--- src/hw/rtl/hpo_pkg.sv ---
package hpo_pkg;

	localparam int PHASE_BITS       = 32;
	localparam int SINE_ADDR_BITS   = 10;
	localparam int SAMPLE_FRAC_BITS = 15;

	localparam int POS_W     = 24;
	localparam int INC_W     = 31;
	localparam int TIMBRE_W  = 2;
	localparam int OUT_W     = SAMPLE_FRAC_BITS + 2;

	localparam int QTR_BITS  = SINE_ADDR_BITS - 2;
	localparam int QUARTER   = 1 << QTR_BITS;
	localparam int IDX_W     = QTR_BITS + 1;
	localparam int TAB_W     = SAMPLE_FRAC_BITS + 1;
	localparam int SINE_W    = TAB_W + 1;

	localparam int NUM_HARM    = 8;
	localparam int NUM_TIMBRE  = 1 << TIMBRE_W;
	localparam int WEIGHT_W    = 17;
	localparam int WEIGHT_FRAC = 16;
	localparam int PROD_W      = SINE_W + WEIGHT_W + 1;
	localparam int ACC_W       = PROD_W + $clog2(NUM_HARM);

	localparam int FIFO_DEPTH = 4;
	localparam int FIFO_PTR_W = $clog2(FIFO_DEPTH);
	localparam int FIFO_CNT_W = $clog2(FIFO_DEPTH + 1);

	localparam int CFG_ADDR_W = 3;
	localparam int CFG_DATA_W = 32;

	localparam logic REG_START_INC    = 1'b0;
	localparam logic REG_START_TIMBRE = 1'b1;

	localparam logic [63:0] HALF_PI_Q30 = 64'd1686629713;

	localparam logic [WEIGHT_W-1:0] MIX_WEIGHT [NUM_TIMBRE][NUM_HARM] = '{
		'{17'd65536, 17'd0,    17'd0,   17'd0, 17'd0,     17'd0,   17'd0,   17'd0},
		'{17'd65536, 17'd6554, 17'd0,   17'd0, 17'd6554,  17'd0,   17'd0,   17'd0},
		'{17'd54381, 17'd1101, 17'd937, 17'd0, 17'd0,     17'd0,   17'd0,   17'd0},
		'{17'd65536, 17'd0,    17'd0,   17'd0, 17'd13107, 17'd655, 17'd655, 17'd13107}
	};

	typedef logic [TAB_W-1:0] sine_tab_t [QUARTER+1];

	typedef struct packed {
		logic [PHASE_BITS-1:0] phase;
		logic [TIMBRE_W-1:0]   timbre;
	} hpo_item_t;

	typedef struct packed {
		logic                inc_wr;
		logic                timbre_wr;
		logic [INC_W-1:0]    inc;
		logic [TIMBRE_W-1:0] timbre;
	} hpo_cfg_t;

	function automatic sine_tab_t build_sine_tab();
		sine_tab_t   tab;
		logic [63:0] x;
		logic [63:0] x2;
		logic [63:0] t;
		logic [63:0] s;
		for (int k = 0; k <= QUARTER; k++) begin
			x  = (64'(k) * HALF_PI_Q30 + 64'(QUARTER / 2)) / QUARTER;
			x2 = (x * x) >> 30;
			s  = x;
			t  = ((x * x2) >> 30) / 6;
			s  = s - t;
			t  = ((t * x2) >> 30) / 20;
			s  = s + t;
			t  = ((t * x2) >> 30) / 42;
			s  = s - t;
			t  = ((t * x2) >> 30) / 72;
			s  = s + t;
			t  = ((t * x2) >> 30) / 110;
			s  = s - t;
			t  = ((t * x2) >> 30) / 156;
			s  = s + t;
			s  = (s + (64'd1 << (29 - SAMPLE_FRAC_BITS))) >> (30 - SAMPLE_FRAC_BITS);
			tab[k] = TAB_W'(s);
		end
		return tab;
	endfunction

	localparam sine_tab_t SINE_TAB = build_sine_tab();

endpackage

--- src/hw/rtl/hpo_front.sv ---
module hpo_front import hpo_pkg::*; (
	input  logic                clk,
	input  logic                arst_n,
	input  hpo_cfg_t            cfg,
	input  logic                in_valid,
	output logic                in_stall,
	input  logic [POS_W-1:0]    loop_position,
	input  logic [POS_W-1:0]    switch_position,
	input  logic [INC_W-1:0]    pending_increment,
	input  logic [TIMBRE_W-1:0] pending_timbre,
	input  logic                fifo_full,
	output logic                push,
	output hpo_item_t           push_item
);

	logic [PHASE_BITS-1:0] phase_q;
	logic [INC_W-1:0]      step_q;
	logic [TIMBRE_W-1:0]   timbre_q;
	logic                  match;
	logic [INC_W-1:0]      step_eff;
	logic [TIMBRE_W-1:0]   timbre_eff;
	logic [PHASE_BITS-1:0] phase_next;

	assign in_stall   = fifo_full;
	assign push       = in_valid & ~fifo_full;
	assign match      = (loop_position == switch_position);
	assign step_eff   = match ? pending_increment : step_q;
	assign timbre_eff = match ? pending_timbre : timbre_q;
	assign phase_next = phase_q + PHASE_BITS'(step_eff);

	assign push_item.phase  = phase_next;
	assign push_item.timbre = timbre_eff;

	always_ff @(posedge clk or negedge arst_n) begin
		if (!arst_n) begin
			phase_q  <= '0;
			step_q   <= '0;
			timbre_q <= '0;
		end else if (cfg.inc_wr || cfg.timbre_wr) begin
			phase_q <= '0;
			if (cfg.inc_wr)
				step_q <= cfg.inc;
			if (cfg.timbre_wr)
				timbre_q <= cfg.timbre;
		end else if (push) begin
			phase_q  <= phase_next;
			step_q   <= step_eff;
			timbre_q <= timbre_eff;
		end
	end

	a_cfg_restarts_phase: assert property (@(posedge clk) disable iff (!arst_n)
		(cfg.inc_wr || cfg.timbre_wr) |=> (phase_q == '0))
		else $error("phase not restarted by register write");

endmodule

--- config.mk ---
export PLATFORM = sky130hd
export DESIGN_NAME = hpo_front
export DESIGN_NICKNAME = d
export VERILOG_FILES = /design/src/hw/rtl/hpo_pkg.sv /design/src/hw/rtl/hpo_front.sv
export SDC_FILE = /design/constraint.sdc
export NUM_CORES = 1
export LEC_CHECK = 0
export ABC_AREA = 1
export BUFFER_PORTS_ARGS = -buffer_cell sky130_fd_sc_hd__clkbuf_2
export CAP_MARGIN = 20
export CORE_AREA = 3 3 96 143
export CTS_CLUSTER_DIAMETER = 80
export DETAILED_ROUTE_END_ITERATION = 16
export DIE_AREA = 0 0 99 146
export PLACE_DENSITY = 0.91
export SKIP_LAST_GASP = 1
export SLEW_MARGIN = 20
export SYNTH_ARGS = -nofsm -noshare
export SYNTH_HDL_FRONTEND = slang
export SYNTH_SLANG_ARGS = --single-unit
--- constraint.sdc ---
create_clock -name clk -period 10.6 [get_ports clk]
set_clock_uncertainty 0.15 [all_clocks]
set_input_delay 2.12 -clock clk [delete_from_list [all_inputs] [get_ports clk]]
set_output_delay 2.12 -clock clk [all_outputs]
set_load 0.1 [all_outputs]
== Word-level counts from Yosys, hierarchy flattened ==
Cells that the tools add are included.

* Bits in registers: 65
* Input bits: 120

* Add/sub/neg operators: 1
* Eq/ne operators: 3
* Mux-type cells: 10
* Bitwise gates (word level): 2
* Reductions and logical operators: 4

{| class="wikitable"
|+ Operator list
! kind !! count
|-
| $mux 31 || 4
|-
| $mux 32 || 2
|-
| $add 32x31->32 || 1
|-
| $eq 24x24->1 || 1
|-
| $mux 2 || 4
|-
| $ne 2x2->1 const B || 2
|-
| $reduce_and 2->1 || 2
|-
| $reduce_bool 2->1 || 1
|-
| $and 1x1->1 || 1
|-
| $logic_or 1x1->1 || 1
|-
| $not 1->1 || 1
|}

== Depth between registers and ports, before layout ==
Gate-level depths: netlist (run 1).

* Depth after elaboration: 5
* Mapped depth: 26
* Mapped depth without buffers: 25

== Least setup slack after synthesis (run 1) ==
No wires, ideal clock.

* Path type: input port to output port
* Start: in switch_position[1]
* End: out push_item[18] (netlist bit)
* Data arrival time: 5.534 ns
* Data required time: 8.330 ns
* Path slack: 2.796 ns
* Cell stages on the path: 19
* Path buffers: 1
* Cell sequence: nor2_1 -> o21ai_1 -> nor2_2 -> nand2_2 -> nor2_8 -> buf_12 -> nand3_2 -> nand2_1 -> ha_1 -> inv_1 -> fa_1 -> inv_1 -> nand3_1 -> nand2_2 -> nand2_1 -> nand2_2 -> nand2_1 -> nand2_1 -> xor2_1

{| class="wikitable"
|+ RTL lines
! what !! line !! source
|-
| start: declaration || hpo_front.sv:8 || <nowiki>input logic [POS_W-1:0] switch_position,</nowiki>
|-
| end: declaration || hpo_front.sv:13 || <nowiki>output hpo_item_t push_item</nowiki>
|}

==> results of run 1 <==
-- power groups by stage --
stage	Combinational (uW)	Clock [uW]	Sequential, uW
6_report	425	309	281
5_1_grt	459	326	283
4_1_cts	424	313	280
3_5_place_dp	423	0	284
3_3_place_gp	416	0	283
2_1_floorplan	331	0	281
-- kinds of logic (layout without fill, tap and decap cells) --
family                   after synthesis  in the layout  share of synthesized area (%)
AND/OR/NAND/NOR                      782            782                           50.4
buffers and inverters                199            347                           13.5
flip-flops                            65             65                           23.6
AO/OA/AOI/OAI                         41             41                           3.16
adder cells (fa/ha/maj)               36             36                           6.66
XOR/XNOR                              21             21                           2.67
-- layer usage --
| layer | track usage (%) | vias to the layer above | part of all wire [%] |
|---|---|---|---|
| met2 | 48.4 | 289 | 50 |
| met1 | 29.4 | 3313 | 37 |
| met5 | 0 | - | 0 |
| met3 | 6.04 | 81 | 7.2 |
| li1 | - | 3769 | - |
| met4 | 17.2 | 0 | 5.8 |
-- final timing paths --
check,cells after the start,to,slack [ns]
max,24,push_item[22],2.53
min,2,timbre_q[0],0.34
max reg2reg,17,phase_q[20],8.13
min reg2reg,2,timbre_q[0],0.34
max in group asynchronous,2,phase_q[21],7.90
min in group asynchronous,2,phase_q[22],1.77
-- area by class of cell --
cell class,count,area share [%]
Multi-Input combinational cell,880,54.6
Sequential cell,65,20.5
Timing Repair Buffer,161,10.6
Inverter,170,8.03
Clock buffer,10,3.01
Tap cell,156,2.46
Clock inverter,6,0.835
-- through the flow --
stage	cells	hold slack, ns	util (%)
final	1448	0.342	63.2
after floorplan	1144	0.299	-
after global placement	1431	0.313	60.5
after detailed placement	1431	0.318	60.5
after CTS	1447	0.339	63.0
after global routing	1448	0.368	63.2
-- critical path: cells and delay by family --
family,cells,cell delay [ns]
buf+inv,6,1.13
fa+ha+maj,2,0.57
simple gates,16,1.94
-- cell usage in the layout, fill, tap and decap left out, types with 5 or more instances in the layout --
cell type and n:
inv_1 166, nand3b_1 8, nand4_1 5, a21oi_1 21, dfrtp_1 65, ha_1 35
nand3_2 33, clkbuf_16 9, and2_1 15, xnor2_1 19, o21ai_0 12, nand2_1 483
nor2_1 115, buf_4 5, nor2_2 10, clkbuf_2 155, nand3_1 68, nand2_2 34
-- state kept, by name (all words and copies together), names as in the netlist --
signal / cells
step_q: 31
phase_q: 32
timbre_q: 2
==> results by group, run 1 <==
CTS
  – CTS buffer count: 9
  – CTS Hold Bufs: 0
  – PostCTS Resize Cnt: 0
  – TritonCTS clock tree: built
  – Root Buffer: clkbuf_16
  – Worst-path clk slew: 0.06 ns
  – Number of setup buffers added after CTS: 0
  – Clk sinks: 65
  – Htree depth: 3
  – Clk_lat worst skew: 0.34 ns
  – Clock buffer depth: 2

Floorplanning
  – Top Ports: 156
  – Die Footprint: 14500 um2
  – Die Y: 146 um
  – Rows: 50
  – Starting density of the core: 54.7%
  – Core area: 12600 um2
  – Die X: 99 um

Cells and area
  – Filler instances: 1170
  – Layout cell share with drive strength beyond 1: 20.3%
  – Post-route cell area: 7950 um2
  – Nets: 1443
  – ANT cells: 0
  – Area taken by multi-input logic gates: 4340 um2
  – Layout overhead on the synthesized area: 15.5%
  – Register area: 1630 um2

Timing
  – Final hold viol count: 0
  – Slew Viols, Final: 0
  – Worst-margin pin slew: 0.880 ns
  – Post-route clock period utilization: 76.2%
  – RSZ-0062 raised after global routing: false
  – Worst rel slew slack: 41.3%
  – Fin crit period: 8.07 ns
  – Maximum operating frequency: 124 MHz
  – # setup viols final: 0
  – Setup tns final: 0 ns
  – Setup ws final: 2.53 ns

Global route
  – Total grt overflow: 0
  – Number of global-route vias before repair: 7423
  – Initial antenna violation count: 0
  – First-pass GRT wire length: 32500 um
  – Total track usage: 27.6%
  – Largest net degree at the start of global routing: 66

Power and ir drop
  – Lkg Pwr: 0.00492 uW
  – Combinational share of power: 41.9%
  – Power, Total: 1010 uW
  – Sw Share: 44.7%
  – VDD IR max: 64.8 uV
  – Pwr dens: 128 nW/um2
  – Clk pwr share: 30.4%
  – P_sw: 454 uW
  – Part of the power in registers: 27.7%
  – Int Power: 561 uW

Worst setup path
  – WS Path Type: in2out
  – CP Launch Type: input port
  – CP dominant cell by count: nand2_1
  – CP Cell Sequence: clkbuf_2 -> inv_1 -> nand2_1 -> nand2_1 -> nor2_1 -> nand2_1 -> nor2_4 -> buf_4 -> nand3_2 -> nand2_1 -> ha_1 -> inv_1 -> fa_1 -> inv_1 -> nand3_1 -> nand2_2 -> nand2_1 -> nand2_2 -> nand2_1 -> nand2_1 -> nand2_1 -> nand3b_1 -> and2_1 -> clkbuf_2
  – Max FO, Critical Path: 19
  – Crit path launch: switch_position[18]
  – CP max-delay cell: nor2_4
  – Crit path DAT: 5.80 ns
  – Slowest stage delay, CP: 0.45 ns
  – Worst EP required: 8.33 ns
  – RR Startpoint: step_q[0]
  – Crit end category: primary output

Placed design
  – Placed cell area: 7610 um2
  – # port buffers: 155
  – Place WS: 2.55 ns
  – Placed wire-length estimate: 15600 um
  – Gpl congestion: 0.974

Detailed routing
  – Vias per inst: 5.15
  – Vias: 7452
  – Final wirelength: 19500 um
  – Post-DRT Antenna Nets: 0
  – Violation count after the first detailed-route iteration: 349
  – DR WL/cell: 13.5 um
  – Remaining DRCs: 0
  – First-pass DRT Iterations: 5

Synth
  – Post-synthesis cell area: 6880 um2
  – Ys async rst share: 100%
  – Cell taking the most area after synthesis: nand2_1
  – Syn_nets: 1300
  – Ys Warns: 0
  – Post-synthesis cell type count: 34
  – Gate Count Post-Synth: 1144
  – Post-synth EDFFs: 0
  – Top FF cell, synth: dfrtp_1
  – Sequential share of the synthesized area: 23.6%
  – Most common cell in the netlist: nand2_1
  – Seq cells post-synth: 65
  – Share of the synthesized area in the top cell type: 26.4%
  – Synth area leaders: nand2_1 26%, dfrtp_1 24%, inv_1 9.1%
  – Commonest cells in the synthesized netlist: 483 x nand2_1, 166 x inv_1, 117 x nor2_1
  – Syn avg cell area: 6.01 um2

Min path
  – Hold crit path type: reg2reg
  – Hold Path Origin: timbre_q[0]

Run
  – Maxcap violations: 0

Status
  – Outcome: finished clean
Note: power is estimated with default switching activity, not from simulation.
==> run 2, diff against run 1 <==
--- a/config.mk
+++ b/config.mk
@@ -5,13 +5,13 @@
 export SDC_FILE = /design/constraint.sdc
 export NUM_CORES = 1
 export LEC_CHECK = 0
-export ABC_AREA = 1
+export ABC_AREA = 0
 export BUFFER_PORTS_ARGS = -buffer_cell sky130_fd_sc_hd__clkbuf_2
 export CAP_MARGIN = 20
-export CORE_AREA = 3 3 96 143
+export CORE_AREA = 3 3 87 130
 export CTS_CLUSTER_DIAMETER = 80
 export DETAILED_ROUTE_END_ITERATION = 16
-export DIE_AREA = 0 0 99 146
+export DIE_AREA = 0 0 90 133
 export PLACE_DENSITY = 0.91
 export SKIP_LAST_GASP = 1
 export SLEW_MARGIN = 20
==> constraint.sdc (replaced) <==
create_clock -name clk -period 7.9 [get_ports clk]
set_clock_uncertainty 0.15 [all_clocks]
set_input_delay 1.58 -clock clk [delete_from_list [all_inputs] [get_ports clk]]
set_output_delay 1.58 -clock clk [all_outputs]
set_load 0.1 [all_outputs]
==> results by group, run 2 <==
Min path
  – Hold crit path type: reg2reg
  – Worst hold endpoint: phase_q[27]
  – Hold Path Origin: phase_q[27]
  – Worst Hold Depth: 2

Power and ir drop
  – Power, Total: 1270 uW
  – Pwr dens: 194 nW/um2
  – Lkg Pwr: 0.00321 uW
  – VDD IR max: 121 uV

Cells and area
  – Commonest non-fill, non-tap cell in the layout: clkbuf_2
  – Layout cell share with drive strength beyond 1: 30.8%
  – Largest register by flop count: phase_q
  – Top Registers: phase_q: 32 flops, step_q: 31 flops, timbre_q: 2 flops
  – Fin cells: 895
  – Layout overhead on the synthesized area: 21.5%
  – ANT cells: 0
  – Filler instances: 931
  – Commonest cells after routing, fill and taps aside: 153 x clkbuf_2, 65 x nand2_1, 65 x dfrtp_1, 54 x a21oi_1, 43 x nor2_1
  – Nets: 905
  – Max FFs per register: 32

Detailed routing
  – Violation count after the first detailed-route iteration: 596
  – Vias: 5380
  – Final wirelength: 16200 um
  – First-pass DRT Iterations: 8
  – Vias per inst: 6.01
  – Post-DRT Antenna Nets: 0
  – Remaining DRCs: 0
  – DR WL/cell: 18.1 um

Timing
  – # setup viols final: 0
  – Setup tns final: 0 ns
  – RSZ-0062 raised after global routing: false
  – Fin crit period: 7.59 ns
  – Worst rel slew slack: 29.9%
  – Fin Hold WS: 0.339 ns
  – Final hold viol count: 0
  – Slew Viols, Final: 0
  – Post-route clock period utilization: 96.0%
  – Worst-margin pin slew: 1.05 ns
  – Maximum operating frequency: 132 MHz

Placed design
  – Placed Instances: 879
  – Placed wire-length estimate: 12100 um
  – # port buffers: 155
  – Gpl congestion: 0.945

Synth
  – Post-synth EDFFs: 0
  – Synth area leaders: dfrtp_1 30%, ha_1 8.1%, mux2_2 6.9%
  – Ys Warns: 0
  – Seq cells post-synth: 65
  – Top FF cell, synth: dfrtp_1
  – Post-synthesis cell type count: 70
  – Ys async rst share: 100%
  – Syn avg cell area: 8.81 um2
  – Post-synthesis cell area: 5390 um2
  – Cell taking the most area after synthesis: dfrtp_1
  – Share of the synthesized area in the top cell type: 30.2%
  – Syn_nets: 767
  – Commonest cells in the synthesized netlist: 65 x dfrtp_1, 65 x nand2_1, 54 x a21oi_1
  – Gate Count Post-Synth: 611
  – Sequential share of the synthesized area: 30.2%

CTS
  – Clk_lat worst skew: 0.34 ns
  – Clock buffer depth: 2
  – Root Buffer: clkbuf_16
  – Htree depth: 3
  – Worst-path clk slew: 0.06 ns
  – CTS Hold Bufs: 0
  – CTS buffer count: 9
  – Clk sinks: 65
  – TritonCTS clock tree: built

Global route
  – First-pass GRT wire length: 25800 um
  – Number of global-route vias before repair: 5408
  – GRT busiest layer: met2
  – Largest net degree at the start of global routing: 66
  – Grt met2 use: 48.9%
  – Total grt overflow: 0
  – Met3 Track Usage GR: 4.61%
  – GR met1 Demand/Resource: 30.3%
  – Initial antenna violation count: 0
  – Total track usage: 26.8%

Worst setup path
  – Worst EP required: 6.17 ns
  – RR Startpoint: step_q[0]
  – CP Launch Type: input port
  – R2r setup slk: 4.66 ns
  – R2R depth: 11
  – Crit end category: primary output
  – WS Path Type: in2out
  – Max FO, Critical Path: 44
  – Worst r2r dst: phase_q[20]
  – Crit path DAT: 5.86 ns

Status
  – Outcome: finished clean

Floorplanning
  – Rows: 45
  – Die Footprint: 12000 um2
  – Die X: 90 um
  – Die Y: 133 um
  – Core area: 10200 um2
  – Starting density of the core: 52.6%
  – Top Ports: 156

Run
  – Maxcap violations: 0
[run 2: cell types whose count changed after synthesis, sizes merged, moves of 10 or more]
cell,change
inv,-133
mux2,+33
or3,+12
a222oi,+25
xnor2,+11
a21oi,+34
nor2,-84
nand4,+10
nor3,+13
nand3,-94
and2,-14
nand2,-452
xor2,+19
[run 2: how the worst max path moves through the flow]
| stage | slack, ns | end | cells past startpoint | start |
|---|---|---|---|---|
| 2_1_floorplan | 0.04 | push_item[25] | 15 | switch_position[8] |
| 5_1_grt | 0.01 | push_item[30] | 18 | switch_position[17] |
| 4_1_cts | 0.29 | push_item[30] | 18 | switch_position[1] |
| 3_5_place_dp | 0.31 | push_item[30] | 18 | switch_position[1] |
| 3_3_place_gp | 0.44 | push_item[30] | 18 | switch_position[23] |
| 6_report | 0.31 | push_item[30] | 18 | switch_position[1] |
[run 2: what timing repair did]
| item | 4_1_cts | 5_1_grt |
|---|---|---|
| hold endpoints to repair | 0 | 0 |
| buffers inserted | 0 | 0 |
| setup endpoints to repair | 0 | 1 |
| resized for setup | 0 | 1 |
[run 2: through the flow]
step	cell area (um2)	setup WS, ns	utilization (%)
6_report	6540	0.313	63.8
4_1_cts	6540	0.290	63.8
5_1_grt	6540	0.0136	63.8
2_1_floorplan	5420	0.0370	-
3_3_place_gp	6240	0.438	60.9
3_5_place_dp	6240	0.311	60.9
[run 2: kinds of logic after synthesis]
kind of cell	share of synthesized area (%)
AO/OA/AOI/OAI	22.8
adder cells (fa/ha/maj)	8.50
flip-flops	30.2
buffers and inverters	6.06
AND/OR/NAND/NOR	16.5
XOR/XNOR	8.29
multiplexers	7.64
[run 2: final cells by class]
| type | count | area, um2 | share of cell area (%) |
|---|---|---|---|
| Sequential cell | 65 | 1630 | 24.9 |
| Clock buffer | 11 | 243 | 3.71 |
| Clock inverter | 5 | 55.1 | 0.842 |
| Multi-Input combinational cell | 476 | 3470 | 53.0 |
| Tap cell | 141 | 176 | 2.70 |
| Timing Repair Buffer | 161 | 836 | 12.8 |
| Inverter | 36 | 135 | 2.07 |
[run 2: critical path, cell delays in order]
cell       delay (ns)
clkbuf_2         0.09
xnor2_1          0.18
nand4_1          0.12
nor4_1           0.48
nand3_2          0.17
buf_12           0.23
mux2_2           0.25
ha_1             0.15
inv_1            0.05
fa_1             0.40
nor2b_1          0.20
o2111ai_1        0.20
a21oi_1          0.34
a2bb2oi_1        0.45
a22oi_1          0.19
nor2b_1          0.20
xnor2_2          0.11
buf_2            0.43
[run 2: layer usage]
metal | vias to the layer above | part of all wire (%)
met5 | - | 0
met4 | 0 | 3.0
met3 | 42 | 5.8
met2 | 230 | 53
met1 | 2576 | 38
li1 | 2532 | -
[run 2: power by group]
group | switching, uW | total [uW] | internal, uW
Clock | 154 | 405 | 252
Combinational | 368 | 495 | 128
Sequential | 11.8 | 367 | 355
==> run 3, diff against run 2 <==
--- a/config.mk
+++ b/config.mk
@@ -12,7 +12,7 @@
 export CTS_CLUSTER_DIAMETER = 80
 export DETAILED_ROUTE_END_ITERATION = 16
 export DIE_AREA = 0 0 90 133
-export PLACE_DENSITY = 0.91
+export PLACE_DENSITY_LB_ADDON = 0.1
 export SKIP_LAST_GASP = 1
 export SLEW_MARGIN = 20
 export SYNTH_ARGS = -nofsm -noshare
==> results by group, run 3 (synthesized netlist as in run 2, its figures left out) <==
CTS
  – Htree depth: 3
  – Clk sinks: 65
  – TritonCTS clock tree: built
  – Number of setup buffers added after CTS: 0
  – Clock buffer depth: 2
  – CTS Hold Bufs: 0
  – Worst-path clk slew: 0.06 ns
  – Clk_lat worst skew: 0.34 ns
  – CTS buffer count: 9
  – PostCTS Resize Cnt: 0
  – Root Buffer: clkbuf_16

Cells and area
  – Nets: 907
  – Max FFs per register: 32
  – Fin cells: 897
  – Top Registers: phase_q: 32 flops, step_q: 31 flops, timbre_q: 2 flops
  – ANT cells: 0
  – Commonest non-fill, non-tap cell in the layout: clkbuf_2
  – Layout overhead on the synthesized area: 23.1%
  – Largest register by flop count: phase_q
  – Layout cell share with drive strength beyond 1: 31.0%
  – Filler instances: 923
  – Commonest cells after routing, fill and taps aside: 144 x clkbuf_2, 65 x nand2_1, 65 x dfrtp_1, 54 x a21oi_1, 43 x nor2_1

Status
  – Outcome: finished clean

Power and ir drop
  – VDD IR max: 138 uV
  – Lkg Pwr: 0.00324 uW
  – Pwr dens: 194 nW/um2

Placed design
  – Gpl congestion: 0.911
  – Placed Instances: 881
  – Placed wire-length estimate: 12700 um
  – # port buffers: 155

Detailed routing
  – Vias: 5348
  – DR WL/cell: 19.2 um
  – Vias per inst: 5.96
  – Remaining DRCs: 0
  – Final wirelength: 17200 um
  – Post-DRT Antenna Nets: 0
  – First-pass DRT Iterations: 8
  – Violation count after the first detailed-route iteration: 407

Floorplanning
  – Rows: 45
  – Top Ports: 156
  – Die X: 90 um
  – Die Y: 133 um
  – Core area: 10200 um2
  – Starting density of the core: 52.6%
  – Die Footprint: 12000 um2

Timing
  – Fin crit period: 7.36 ns
  – Final hold viol count: 0
  – RSZ-0062 raised after global routing: false
  – Setup tns final: 0 ns
  – # setup viols final: 0
  – Post-route clock period utilization: 93.2%
  – Worst rel slew slack: 23.7%
  – Maximum operating frequency: 136 MHz
  – Slew Viols, Final: 0
  – Worst-margin pin slew: 1.14 ns

Global route
  – Total track usage: 28.7%
  – GR met1 Demand/Resource: 30.9%
  – Met3 Track Usage GR: 5.63%
  – Largest net degree at the start of global routing: 66
  – Grt met2 use: 54.6%
  – First-pass GRT wire length: 27400 um
  – Total grt overflow: 0
  – Initial antenna violation count: 0
  – GRT busiest layer: met2
  – Number of global-route vias before repair: 5469

Worst setup path
  – Crit end category: primary output
  – WS Path Type: in2out
  – CP Cell Sequence: clkbuf_2 -> xnor2_1 -> nand4_1 -> nor4_1 -> nand3_2 -> buf_4 -> mux2_2 -> ha_1 -> inv_1 -> fa_1 -> nor2b_1 -> o2111ai_1 -> a21oi_1 -> a2bb2oi_1 -> a22oi_1 -> nor2b_1 -> xnor2_2 -> buf_12
  – CP max-delay cell: a2bb2oi_1
  – CP Launch Type: input port
  – Max FO, Critical Path: 44
  – CP dominant cell by count: nor2b_1
  – Slowest stage delay, CP: 0.50 ns
  – Worst EP required: 6.17 ns
  – Crit path DAT: 5.63 ns

Run
  – Maxcap violations: 0

Min path
  – Hold crit path type: reg2reg
## run 3: worst paths after layout
check	from	cells after the start	slack, ns	end
max	switch_position[23]	18	0.54	push_item[30]
min	phase_q[27]	2	0.35	phase_q[27]
max reg2reg	step_q[0]	11	4.60	phase_q[20]
min reg2reg	phase_q[27]	2	0.35	phase_q[27]
max in group asynchronous	arst_n	2	5.74	step_q[13]
min in group asynchronous	arst_n	2	1.31	step_q[26]
## run 3: area by class of cell
class	instances	area (um2)	area share, %
Tap cell	141	176	2.66
Clock inverter	5	55.1	0.831
Sequential cell	65	1630	24.5
Clock buffer	11	243	3.66
Timing Repair Buffer	163	923	13.9
Multi-Input combinational cell	476	3470	52.3
Inverter	36	135	2.04
## run 3: report_power, final
group          leakage [uW]  internal (uW)  switching, uW
logic               0.00227            141            370
registers          0.000833            355           12.1
clock network      0.000142            252            159
total               0.00324            748            541
## run 3: metrics by stage
step	utilization [%]	worst slack, ns	power (uW)	cell area [um2]	hold WS [ns]
floorplan	-	0.0370	759	5420	0.306
global placement	61.8	0.663	877	6330	0.320
detailed placement	61.8	0.550	882	6330	0.332
CTS	64.7	0.533	1290	6630	0.345
global route	64.7	0.196	1340	6630	0.373
finish	64.7	0.541	1290	6630	0.346
## run 3: critical path, delay by kind of cell
| kind | cells | cell delay (ns) |
|---|---|---|
| buffers and inverters | 4 | 0.68 |
| muxes | 1 | 0.31 |
| xor gates and xnor gates | 2 | 0.33 |
| AOI/OAI and AO/OA | 4 | 1.22 |
| adders and majority gates | 2 | 0.55 |
| and+or+nand+nor | 5 | 0.94 |
## run 3: layer usage
layer,share of wire [%],vias to the layer above
met5,0,-
met4,3.3,0
met3,5.9,44
met2,54,186
met1,36,2590
li1,-,2528
